### src/rtl/core/pft_pkg.sv
package pft_pkg;

    localparam int POS_W  = 32;
    localparam int GAP_W  = 33;
    localparam int DIST_W = 33;
    localparam int SQ_W   = 64;
    localparam int REG_W  = 31;

    typedef enum logic [1:0] {
        REG_SMOOTH = 2'd0,
        REG_SPEED  = 2'd1,
        REG_SNAP   = 2'd2,
        REG_DEAD   = 2'd3
    } reg_idx_t;

    typedef enum logic [3:0] {
        ST_IDLE,
        ST_SQX,
        ST_SQY,
        ST_ROOT,
        ST_DECIDE,
        ST_SPEED,
        ST_SMUL,
        ST_MX,
        ST_DX,
        ST_MY,
        ST_DY,
        ST_APPLY,
        ST_OUT
    } state_t;

    // serial unit control, shared by the multiplier, divider and square root
    typedef struct packed {
        logic start;
        logic busy;
        logic done;
    } unit_ctl_t;

endpackage

### src/rtl/core/pft_mul.sv
// bit-serial unsigned multiplier: one multiplier bit per cycle
module pft_mul import pft_pkg::*; #(
    parameter int A_W = 64,
    parameter int B_W = 64
) (
    input  logic             aclk,
    input  logic             aresetn,
    input  logic             start,
    input  logic [A_W-1:0]   a,
    input  logic [B_W-1:0]   b,
    output logic [A_W+B_W-1:0] p,
    output unit_ctl_t        ctl
);
    localparam int CW = $clog2(B_W + 1);

    logic [A_W+B_W-1:0] acc_reg, acc_next;
    logic [A_W+B_W-1:0] mcand_reg, mcand_next;
    logic [B_W-1:0]     mplier_reg, mplier_next;
    logic [CW-1:0]      cnt_reg, cnt_next;
    logic               busy_reg, busy_next, done_reg, done_next;

    always_comb begin
        acc_next    = acc_reg;
        mcand_next  = mcand_reg;
        mplier_next = mplier_reg;
        cnt_next    = cnt_reg;
        busy_next   = busy_reg;
        done_next   = 1'b0;
        if (start) begin
            acc_next    = '0;
            mcand_next  = {{B_W{1'b0}}, a};
            mplier_next = b;
            cnt_next    = CW'(B_W);
            busy_next   = 1'b1;
        end else if (busy_reg) begin
            if (mplier_reg[0]) acc_next = acc_reg + mcand_reg;
            mcand_next  = mcand_reg << 1;
            mplier_next = mplier_reg >> 1;
            cnt_next    = cnt_reg - 1'b1;
            if (cnt_reg == CW'(1)) begin
                busy_next = 1'b0;
                done_next = 1'b1;
            end
        end
    end

    always_ff @(posedge aclk) begin
        if (!aresetn) begin
            busy_reg <= 1'b0;
            done_reg <= 1'b0;
            cnt_reg  <= '0;
        end else begin
            busy_reg <= busy_next;
            done_reg <= done_next;
            cnt_reg  <= cnt_next;
        end
        acc_reg    <= acc_next;
        mcand_reg  <= mcand_next;
        mplier_reg <= mplier_next;
    end

    assign p         = acc_reg;
    assign ctl.start = start;
    assign ctl.busy  = busy_reg;
    assign ctl.done  = done_reg;
endmodule

### src/rtl/core/pft_div.sv
// restoring divider, one quotient bit per cycle
module pft_div import pft_pkg::*; #(
    parameter int N_W = 64,
    parameter int D_W = 33
) (
    input  logic           aclk,
    input  logic           aresetn,
    input  logic           start,
    input  logic [N_W-1:0] num,
    input  logic [D_W-1:0] den,
    output logic [N_W-1:0] quo,
    output unit_ctl_t      ctl
);
    localparam int CW = $clog2(N_W + 1);

    logic [N_W-1:0] q_reg, q_next;
    logic [D_W:0]   r_reg, r_next;
    logic [D_W-1:0] d_reg, d_next;
    logic [CW-1:0]  cnt_reg, cnt_next;
    logic           busy_reg, busy_next, done_reg, done_next;
    logic [D_W:0]   trial;

    always_comb begin
        q_next    = q_reg;
        r_next    = r_reg;
        d_next    = d_reg;
        cnt_next  = cnt_reg;
        busy_next = busy_reg;
        done_next = 1'b0;
        trial     = {r_reg[D_W-1:0], q_reg[N_W-1]};
        if (start) begin
            q_next    = num;
            r_next    = '0;
            d_next    = den;
            cnt_next  = CW'(N_W);
            busy_next = 1'b1;
        end else if (busy_reg) begin
            if (trial >= {1'b0, d_reg}) begin
                r_next = trial - {1'b0, d_reg};
                q_next = {q_reg[N_W-2:0], 1'b1};
            end else begin
                r_next = trial;
                q_next = {q_reg[N_W-2:0], 1'b0};
            end
            cnt_next = cnt_reg - 1'b1;
            if (cnt_reg == CW'(1)) begin
                busy_next = 1'b0;
                done_next = 1'b1;
            end
        end
    end

    always_ff @(posedge aclk) begin
        if (!aresetn) begin
            busy_reg <= 1'b0;
            done_reg <= 1'b0;
            cnt_reg  <= '0;
        end else begin
            busy_reg <= busy_next;
            done_reg <= done_next;
            cnt_reg  <= cnt_next;
        end
        q_reg <= q_next;
        r_reg <= r_next;
        d_reg <= d_next;
    end

    assign quo       = q_reg;
    assign ctl.start = start;
    assign ctl.busy  = busy_reg;
    assign ctl.done  = done_reg;
endmodule

### src/rtl/core/pft_sqrt.sv
// digit-by-digit integer square root, one result bit per cycle
module pft_sqrt import pft_pkg::*; (
    input  logic              aclk,
    input  logic              aresetn,
    input  logic              start,
    input  logic [SQ_W-1:0]   rad,
    output logic [SQ_W/2-1:0] root,
    output unit_ctl_t         ctl
);
    localparam int HW = SQ_W / 2;
    localparam int CW = $clog2(HW + 1);

    logic [SQ_W-1:0] v_reg, v_next;
    logic [HW+1:0]   r_reg, r_next;
    logic [HW-1:0]   q_reg, q_next;
    logic [CW-1:0]   cnt_reg, cnt_next;
    logic            busy_reg, busy_next, done_reg, done_next;
    logic [HW+1:0]   trial, tst;

    always_comb begin
        v_next    = v_reg;
        r_next    = r_reg;
        q_next    = q_reg;
        cnt_next  = cnt_reg;
        busy_next = busy_reg;
        done_next = 1'b0;
        trial     = {r_reg[HW-1:0], v_reg[SQ_W-1:SQ_W-2]};
        tst       = {q_reg, 2'b01};
        if (start) begin
            v_next    = rad;
            r_next    = '0;
            q_next    = '0;
            cnt_next  = CW'(HW);
            busy_next = 1'b1;
        end else if (busy_reg) begin
            v_next = v_reg << 2;
            if (trial >= tst) begin
                r_next = trial - tst;
                q_next = {q_reg[HW-2:0], 1'b1};
            end else begin
                r_next = trial;
                q_next = {q_reg[HW-2:0], 1'b0};
            end
            cnt_next = cnt_reg - 1'b1;
            if (cnt_reg == CW'(1)) begin
                busy_next = 1'b0;
                done_next = 1'b1;
            end
        end
    end

    always_ff @(posedge aclk) begin
        if (!aresetn) begin
            busy_reg <= 1'b0;
            done_reg <= 1'b0;
            cnt_reg  <= '0;
        end else begin
            busy_reg <= busy_next;
            done_reg <= done_next;
            cnt_reg  <= cnt_next;
        end
        v_reg <= v_next;
        r_reg <= r_next;
        q_reg <= q_next;
    end

    assign root      = q_reg;
    assign ctl.start = start;
    assign ctl.busy  = busy_reg;
    assign ctl.done  = done_reg;
endmodule

### src/rtl/core/point_follow_target_step.sv
// Paths from the accepting edge: direct set or snap, dead zone, linear step,
//   smooth step (two 64-bit serial squarings, 32-step root,
//   a 64-bit speed product in smooth mode, then per axis a 64-bit serial multiply
//   and a 128-bit serial divide).
// Throughput: one item at a time; the next beat is taken as soon as the FSM is idle.
// Reset (synchronous, aresetn low): position zero, registers to defaults.
module point_follow_target_step import pft_pkg::*; #(
    parameter int FRAC_BITS = 16
) (
    input  logic                    aclk,
    input  logic                    aresetn,
    input  logic                    cfg_we,
    input  logic [1:0]              cfg_index,
    input  logic [REG_W-1:0]        cfg_data,
    input  logic                    s_valid,
    output logic                    s_ready,
    input  logic                    s_op,
    input  logic signed [POS_W-1:0] s_target_x,
    input  logic signed [POS_W-1:0] s_target_y,
    input  logic [15:0]             s_time_step,
    output logic                    m_valid,
    input  logic                    m_ready,
    output logic signed [POS_W-1:0] m_pos_x,
    output logic signed [POS_W-1:0] m_pos_y,
    output logic                    m_arrived
);
    localparam int LIN_SH = 24 - FRAC_BITS;

    state_t state_reg, state_next;

    logic              smooth_reg;
    logic [15:0]       speed_reg;
    logic [REG_W-1:0]  snap_reg, dead_reg;
    logic signed [POS_W-1:0] px_reg, py_reg;
    logic signed [POS_W-1:0] ox_reg, oy_reg;
    logic              oarr_reg;
    logic [15:0]       dt_reg;
    logic [GAP_W-1:0]  dx_reg, dy_reg;
    logic [POS_W-1:0]  ax_reg, ay_reg;
    logic [SQ_W-1:0]   sum_reg;
    logic [DIST_W-1:0] dist_reg;
    logic [63:0]       step_reg;
    logic [63:0]       mvx_reg;
    logic              arr_reg;
    logic              mval_reg;

    // datapath wires
    logic [GAP_W-1:0]  gdx, gdy;
    logic [GAP_W-1:0]  gax, gay;
    logic              sh;
    logic [DIST_W-1:0] rem_w;
    logic [31:0]       ds_w;
    logic [63:0]       lin_step;
    logic [SQ_W-1:0]   sq_rad;
    logic              out_load;

    // shared units
    logic        mul_start, div_start, sq_start;
    logic [63:0] mul_a, mul_b;
    logic [127:0] mul_p;
    unit_ctl_t   mul_ctl, div_ctl, sq_ctl;
    logic [127:0] div_num;
    logic [127:0] div_q;
    logic [31:0] sq_root;

    pft_mul #(.A_W(64), .B_W(64)) u_mul (
        .aclk(aclk), .aresetn(aresetn), .start(mul_start),
        .a(mul_a), .b(mul_b), .p(mul_p), .ctl(mul_ctl)
    );
    pft_div #(.N_W(128), .D_W(DIST_W)) u_div (
        .aclk(aclk), .aresetn(aresetn), .start(div_start),
        .num(div_num), .den(dist_reg), .quo(div_q), .ctl(div_ctl)
    );
    pft_sqrt u_sqrt (
        .aclk(aclk), .aresetn(aresetn), .start(sq_start),
        .rad(sq_rad), .root(sq_root), .ctl(sq_ctl)
    );

    assign gdx = {s_target_x[POS_W-1], s_target_x} - {px_reg[POS_W-1], px_reg};
    assign gdy = {s_target_y[POS_W-1], s_target_y} - {py_reg[POS_W-1], py_reg};
    assign gax = gdx[GAP_W-1] ? (~gdx + 1'b1) : gdx;
    assign gay = gdy[GAP_W-1] ? (~gdy + 1'b1) : gdy;
    assign rem_w = dist_reg - {2'b00, dead_reg};
    assign ds_w  = 32'(dt_reg) * 32'(speed_reg);
    assign lin_step = 64'(ds_w >> LIN_SH);
    // root is started by the done flag of the y square
    assign sq_rad = sum_reg + mul_p[SQ_W-1:0];

    // either gap magnitude at or above 2^31: halve both before squaring
    assign sh = ax_reg[POS_W-1] || ay_reg[POS_W-1];

    assign out_load = (state_reg == ST_OUT) && (!mval_reg || m_ready);

    always_comb begin
        state_next = state_reg;
        unique case (state_reg)
            ST_IDLE:   if (s_valid) state_next = s_op ? ST_OUT :
                           ((gax <= {2'b00, snap_reg} && gay <= {2'b00, snap_reg}) ?
                            ST_OUT : ST_SQX);
            ST_SQX:    if (mul_ctl.done) state_next = ST_SQY;
            ST_SQY:    if (mul_ctl.done) state_next = ST_ROOT;
            ST_ROOT:   if (sq_ctl.done) state_next = ST_DECIDE;
            ST_DECIDE: state_next = (dist_reg <= {2'b00, dead_reg}) ? ST_OUT :
                                    (smooth_reg ? ST_SMUL : ST_SPEED);
            ST_SPEED:  state_next = ST_MX;
            ST_SMUL:   if (mul_ctl.done) state_next = ST_MX;
            ST_MX:     if (mul_ctl.done) state_next = ST_DX;
            ST_DX:     if (div_ctl.done) state_next = ST_MY;
            ST_MY:     if (mul_ctl.done) state_next = ST_DY;
            ST_DY:     if (div_ctl.done) state_next = ST_APPLY;
            ST_APPLY:  state_next = ST_OUT;
            ST_OUT:    if (!mval_reg || m_ready) state_next = ST_IDLE;
            default:   state_next = ST_IDLE;
        endcase
    end

    // unit starts: fire on entry to each working state
    always_comb begin
        mul_start = 1'b0;
        div_start = 1'b0;
        sq_start  = 1'b0;
        mul_a     = '0;
        mul_b     = '0;
        div_num   = mul_p;
        unique case (state_reg)
            ST_IDLE: begin
                mul_start = s_valid && !s_op &&
                    !(gax <= {2'b00, snap_reg} && gay <= {2'b00, snap_reg});
                mul_a = 64'((gax[POS_W-1] || gay[POS_W-1]) ? (gax >> 1) : gax);
                mul_b = mul_a;
            end
            ST_SQX: begin
                mul_start = mul_ctl.done;
                mul_a = 64'(sh ? (ay_reg >> 1) : ay_reg);
                mul_b = mul_a;
            end
            ST_SQY: sq_start = mul_ctl.done;
            ST_DECIDE: begin
                mul_start = (dist_reg > {2'b00, dead_reg}) && smooth_reg;
                mul_a = 64'(rem_w);
                mul_b = 64'(ds_w);
            end
            ST_SPEED: begin
                mul_start = 1'b1;
                mul_a = 64'(ax_reg);
                mul_b = (lin_step > 64'(dist_reg)) ? 64'(dist_reg) : lin_step;
            end
            ST_SMUL: begin
                mul_start = mul_ctl.done;
                mul_a = 64'(ax_reg);
                mul_b = (64'(mul_p >> 24) > 64'(dist_reg)) ? 64'(dist_reg)
                                                          : 64'(mul_p >> 24);
            end
            ST_MX: div_start = mul_ctl.done;
            ST_DX: begin
                mul_start = div_ctl.done;
                mul_a = 64'(ay_reg);
                mul_b = step_reg;
            end
            ST_MY: div_start = mul_ctl.done;
            default: ;
        endcase
    end

    always_ff @(posedge aclk) begin
        if (!aresetn) begin
            state_reg  <= ST_IDLE;
            smooth_reg <= 1'b0;
            speed_reg  <= 16'd256;
            snap_reg   <= '0;
            dead_reg   <= '0;
            px_reg     <= '0;
            py_reg     <= '0;
            ox_reg     <= '0;
            oy_reg     <= '0;
            oarr_reg   <= 1'b0;
            mval_reg   <= 1'b0;
            arr_reg    <= 1'b0;
        end else begin
            state_reg <= state_next;
            if (cfg_we) begin
                unique case (reg_idx_t'(cfg_index))
                    REG_SMOOTH: smooth_reg <= cfg_data[0];
                    REG_SPEED:  speed_reg  <= cfg_data[15:0];
                    REG_SNAP:   snap_reg   <= cfg_data;
                    REG_DEAD:   dead_reg   <= cfg_data;
                    default: ;
                endcase
            end
            // result beat is held in its own register so the next item can start
            if (out_load) begin
                mval_reg <= 1'b1;
                ox_reg   <= px_reg;
                oy_reg   <= py_reg;
                oarr_reg <= arr_reg;
            end else if (m_ready) begin
                mval_reg <= 1'b0;
            end
            unique case (state_reg)
                ST_IDLE: if (s_valid) begin
                    dt_reg <= s_time_step;
                    dx_reg <= gdx;
                    dy_reg <= gdy;
                    ax_reg <= gax[POS_W-1:0];
                    ay_reg <= gay[POS_W-1:0];
                    arr_reg <= 1'b1;
                    if (s_op || (gax <= {2'b00, snap_reg} && gay <= {2'b00, snap_reg})) begin
                        px_reg <= s_target_x;
                        py_reg <= s_target_y;
                    end else begin
                        arr_reg <= 1'b0;
                    end
                end
                ST_SQX: if (mul_ctl.done) sum_reg <= mul_p[SQ_W-1:0];
                ST_SQY: if (mul_ctl.done) sum_reg <= sq_rad;
                ST_ROOT: if (sq_ctl.done)
                    dist_reg <= sh ? {sq_root, 1'b0} : {1'b0, sq_root};
                ST_DECIDE: if (dist_reg <= {2'b00, dead_reg}) arr_reg <= 1'b1;
                ST_SPEED: step_reg <= mul_b;
                ST_SMUL: if (mul_ctl.done) step_reg <= mul_b;
                ST_DX: if (div_ctl.done) mvx_reg <= div_q[63:0];
                ST_APPLY: begin
                    px_reg <= dx_reg[GAP_W-1] ? px_reg - POS_W'(mvx_reg)
                                              : px_reg + POS_W'(mvx_reg);
                    py_reg <= dy_reg[GAP_W-1] ? py_reg - POS_W'(div_q[63:0])
                                              : py_reg + POS_W'(div_q[63:0]);
                end
                default: ;
            endcase
        end
    end

    assign s_ready   = (state_reg == ST_IDLE);
    assign m_valid   = mval_reg;
    assign m_pos_x   = ox_reg;
    assign m_pos_y   = oy_reg;
    assign m_arrived = oarr_reg;

`ifndef ASSERT_OFF
    a_no_accept_busy: assert property (@(posedge aclk) disable iff (!aresetn)
        (state_reg != ST_IDLE) |-> !s_ready)
        else $error("input taken while busy");
    a_units_exclusive: assert property (@(posedge aclk) disable iff (!aresetn)
        !(mul_ctl.busy && div_ctl.busy))
        else $error("multiplier and divider overlap");
    a_out_hold: assert property (@(posedge aclk) disable iff (!aresetn)
        (m_valid && !m_ready) |=> ($stable(m_pos_x) && $stable(m_pos_y)))
        else $error("result changed while stalled");
`endif
endmodule

### config.mk
export PLATFORM = sky130hd
export DESIGN_NAME = point_follow_target_step
export DESIGN_NICKNAME = d
export VERILOG_FILES = /design/src/rtl/core/pft_pkg.sv /design/src/rtl/core/pft_mul.sv /design/src/rtl/core/pft_div.sv /design/src/rtl/core/pft_sqrt.sv /design/src/rtl/core/point_follow_target_step.sv
export SDC_FILE = /design/constraint.sdc
export NUM_CORES = 2
export LEC_CHECK = 0
export ABC_AREA = 1
export BUFFER_PORTS_ARGS = -buffer_cell sky130_fd_sc_hd__buf_2
export CAP_MARGIN = 20
export CORE_MARGIN = 2
export CORE_UTILIZATION = 50
export CTS_BUF_LIST = sky130_fd_sc_hd__clkbuf_8
export DETAILED_ROUTE_END_ITERATION = 7
export GPL_TIMING_DRIVEN = 0
export PLACE_DENSITY = 0.68
export SLEW_MARGIN = 25
export SYNTH_ARGS = -nofsm -noshare
export SYNTH_HDL_FRONTEND = slang
export SYNTH_SLANG_ARGS = --single-unit
### constraint.sdc
create_clock -name aclk -period 8.1 [get_ports aclk]
set_input_delay 1.215 -clock aclk [delete_from_list [all_inputs] [get_ports aclk]]
set_output_delay 1.215 -clock aclk [all_outputs]
set_load 0.01 [all_outputs]
==> results.json <==
{
  "outcome": "complete, but fails checks",
  "failed_checks": "design-rule violations, negative setup slack",
  "cp.arrival_ns": 9.15,
  "synth_top_family_by_area": "simple AND/OR/NAND/NOR gates",
  "synth-edff-count": 628,
  "tightest_slew_ns": 1.15,
  "fmax_mhz": 119,
  "grt_overflow": 0,
  "dominantRegCellSynth": "edfxtp_1",
  "crit_required_ns": 8.88,
  "min_period_ns": 8.37,
  "synth_area_per_cell_um2": 7.19,
  "setup_ws_ns": -0.272,
  "yosys.area.top_type": "edfxtp_1",
  "synth_area_um2": 89600,
  "cts_buffer_depth": 3,
  "port_buffers": 184,
  "root_buffer": "clkbuf_8",
  "rows": 155,
  "finalHoldViolCount": 0,
  "routed_via_density": 5.75,
  "synth_warnings": 0,
  "setup_viol": 24,
  "cts_hold_buf": 0,
  "whs_ns": 0.360,
  "max_stage_delay_ns": 0.59,
  "grt_pass1_wl_mm": 532,
  "drive_gt1_share_pct": 9.34,
  "antenna_found_initial": 14,
  "cts_htree_levels": 4,
  "synth_compound_gate_area_share_pct": 16.4,
  "ios": 186,
  "ys_types": 64,
  "rrSetupSlack_ns": -0.27,
  "total_power_w": 0.0362,
  "fillers": 17300,
  "firstDrtPassIters": 8,
  "syn_nets": 13400,
  "slowest_stage": "fa_2",
  "die-area_um2": 183000,
  "yosys.area_share.simple_pct": 24.4,
  "rsz0062_at_grt": "true",
  "synth-xor-area-share_pct": 3.03,
  "clock_skew_ns": 0.0701,
  "yosysSeqAreaShare_pct": 32.9,
  "drt_iter0_markers": 9288,
  "drc": 4,
  "start_util_pct": 50.3,
  "postRouteAntennaNets": 0,
  "area_delta_synth_final_pct": 11.9,
  "peakVddDrop_mv": 0.286,
  "critPathLaunchType": "flip-flop",
  "die_w_um": 427,
  "dp_hpwl_mm": 293,
  "netlist_instances": 12500,
  "synth_mux_area_share_pct": 0,
  "wl_mm": 364,
  "fin_crit_sh_pct": 103,
  "place_congestion": 1.06,
  "slew_headroom_pct": 23.3,
  "ys_top_cells_by_area": "edfxtp_1, nand2_1, dfxtp_1",
  "ys_ff_latch": 1158,
  "crit_fanout": 10,
  "power.density_nw_per_um2": 361,
  "clkTransAtPathRegs_ns": 0.06,
  "report.final.slew_viol_count": 0,
  "synth_fa_ha_area_share_pct": 13.5,
  "layoutNonFillerInstCount": 15500,
  "die_height_um": 427,
  "track_usage_pct": 39.0,
  "cap_violations": 0,
  "clock-sinks": 1158,
  "cts_tree": "done",
  "clock_latency_ns": 1.04,
  "numPlacedInstances": 15000,
  "hp-class": "in2reg",
  "nNetsFinal": 13900,
  "async_flop_share_pct": 0,
  "wire_per_inst_um": 23.5,
  "end_kind": "flip-flop",
  "yosys.area.top_type_share_pct": 21.0,
  "crit_type": "reg2reg",
  "grt_pass1_vias": 85100,
  "cts_buffers": 198,
  "core_area_um2": 178000,
  "path_common_cell": "fa_1",
  "total_leakage_power_nw": 45.9,
  "vias": 89100,
  "grt_max_degree": 96
}
repair_timing:
item                       4_1_cts  5_1_grt
pin swaps                       96      108
setup endpoints to repair       57      180
resized for setup              243      145
cloned                           0        0
buffers inserted                76       36
cell usage in the layout (no fill, tap or decap), drive strengths merged, types with 11 or more instances in the layout:
cell type | Yosys | layout
nand4 | 86 | 86
xnor2 | 123 | 123
o31ai | 12 | 12
a221oi | 16 | 16
clkbuf | 306 | 490
o211ai | 72 | 72
ha | 647 | 647
clkinv | 6 | 59
xor2 | 185 | 185
or2 | 94 | 94
o2111ai | 11 | 11
nor3 | 113 | 113
buf | 91 | 415
nor2 | 1079 | 1079
a21oi | 1205 | 1205
a22oi | 58 | 58
edfxtp | 628 | 628
a211oi | 24 | 24
o21a | 56 | 56
o221ai | 20 | 20
o21ai | 899 | 899
nand2 | 3327 | 3327
a21o | 32 | 32
inv | 1823 | 1905
o21bai | 42 | 42
nand3b | 73 | 73
a21boi | 32 | 32
nor4 | 61 | 61
a31oi | 69 | 69
nand3 | 499 | 499
fa | 202 | 202
dfxtp | 530 | 530
stage by stage:
| stage | util [%] | worst slack [ns] | setup TNS (ns) | area (um2) |
|---|---|---|---|---|
| 3_5_place_dp | 52.7 | -2.68 | -191.46 | 94000 |
| 3_3_place_gp | 52.4 | -4.79 | -894.36 | 93500 |
| 4_1_cts | 55.8 | -0.169 | -0.705 | 99500 |
| 2_1_floorplan | - | 0.0909 | 0 | 89600 |
| 5_1_grt | 56.3 | -0.457 | -10.97 | 100000 |
| 6_report | 56.3 | -0.272 | -2.36 | 100000 |
metal layers:
| layer | wire [um] | share of wire (%) | global-route usage [%] | vias to the layer above |
|---|---|---|---|---|
| li1 | - | - | - | 41900 |
| met1 | 148000 | 41 | 49.8 | 42100 |
| met2 | 161000 | 44 | 61.8 | 4103 |
| met3 | 32600 | 8.9 | 7.82 | 958 |
| met4 | 22600 | 6.2 | 21.2 | 8 |
| met5 | 232 | 0.064 | 0.714 | - |
logic make-up (layout without fill, tap and decap cells):
logic type | Yosys count | in the layout
AOI/OAI and AO/OA | 2571 | 2571
xor gates and xnor gates | 308 | 308
adders and majority gates | 849 | 849
buffers and inverters | 2226 | 2883
DFF | 1158 | 1158
other | 0 | 10
and+or+nand+nor | 5351 | 5351
critical path: cells and delay by family (launching register included):
kind	cells	cell delay, ns
AOI/OAI and AO/OA	13	1.98
DFF	1	0.40
xor gates and xnor gates	1	0.17
buffers and inverters	8	0.89
adders and majority gates	8	3.64
and+or+nand+nor	8	1.00
path summary, 6_finish.rpt:
| kind | startpoint | endpoint | depth (start not counted) |
|---|---|---|---|
| max | dt_reg[12]$_DFFE_PP_ | u_mul.mplier_reg[21]$_DFFE_PP_ | 38 |
| max reg2reg | dt_reg[12]$_DFFE_PP_ | u_mul.mplier_reg[21]$_DFFE_PP_ | 38 |
| min | s_time_step[5] | dt_reg[5]$_DFFE_PP_ | 1 |
| min reg2reg | m_pos_y[18]$_SDFFE_PN0P_ | m_pos_y[18]$_SDFFE_PN0P_ | 2 |
power by group:
part           switching [W]  total, W  internal, W  leakage [nW]
logic                 0.0151    0.0218      0.00670          33.5
clock network        0.00271   0.00557      0.00287          2.37
registers            0.00120   0.00885      0.00766          10.0
cell usage after synthesis, types with 11 or more instances:
master,count
a21boi_0,32
a21oi_1,1021
o21ai_0,897
nor4_1,61
o221ai_1,20
nor2_1,1076
a31oi_1,69
edfxtp_1,628
ha_1,647
xnor2_1,121
nor3_1,112
a22oi_1,58
o31ai_1,12
a211oi_1,24
inv_1,1817
nand2_1,3312
nand3_1,495
nand4_1,85
o21bai_1,42
dfxtp_1,530
a221oi_1,16
or2_2,94
buf_2,29
nand2_2,12
nand3b_1,73
buf_6,27
o211ai_1,72
clkbuf_1,306
a21o_1,32
buf_1,24
o2111ai_1,11
fa_1,202
xor2_1,185
o21a_1,56
a21oi_2,184
layout make-up:
class | count | area [um2] | area share (%)
well taps | 2355 | 2950 | 2.94
flip-flops and latches | 1158 | 29500 | 29.4
clock buffers | 221 | 3040 | 3.03
plain buffers | 362 | 1920 | 1.92
diodes | 10 | 25.0 | 0.0250
repair buffers | 322 | 2320 | 2.32
inverters | 1829 | 6890 | 6.87
clock inverters | 149 | 1060 | 1.06
multi-input cells | 9079 | 52600 | 52.4
Power figures use the tool's default switching activity.
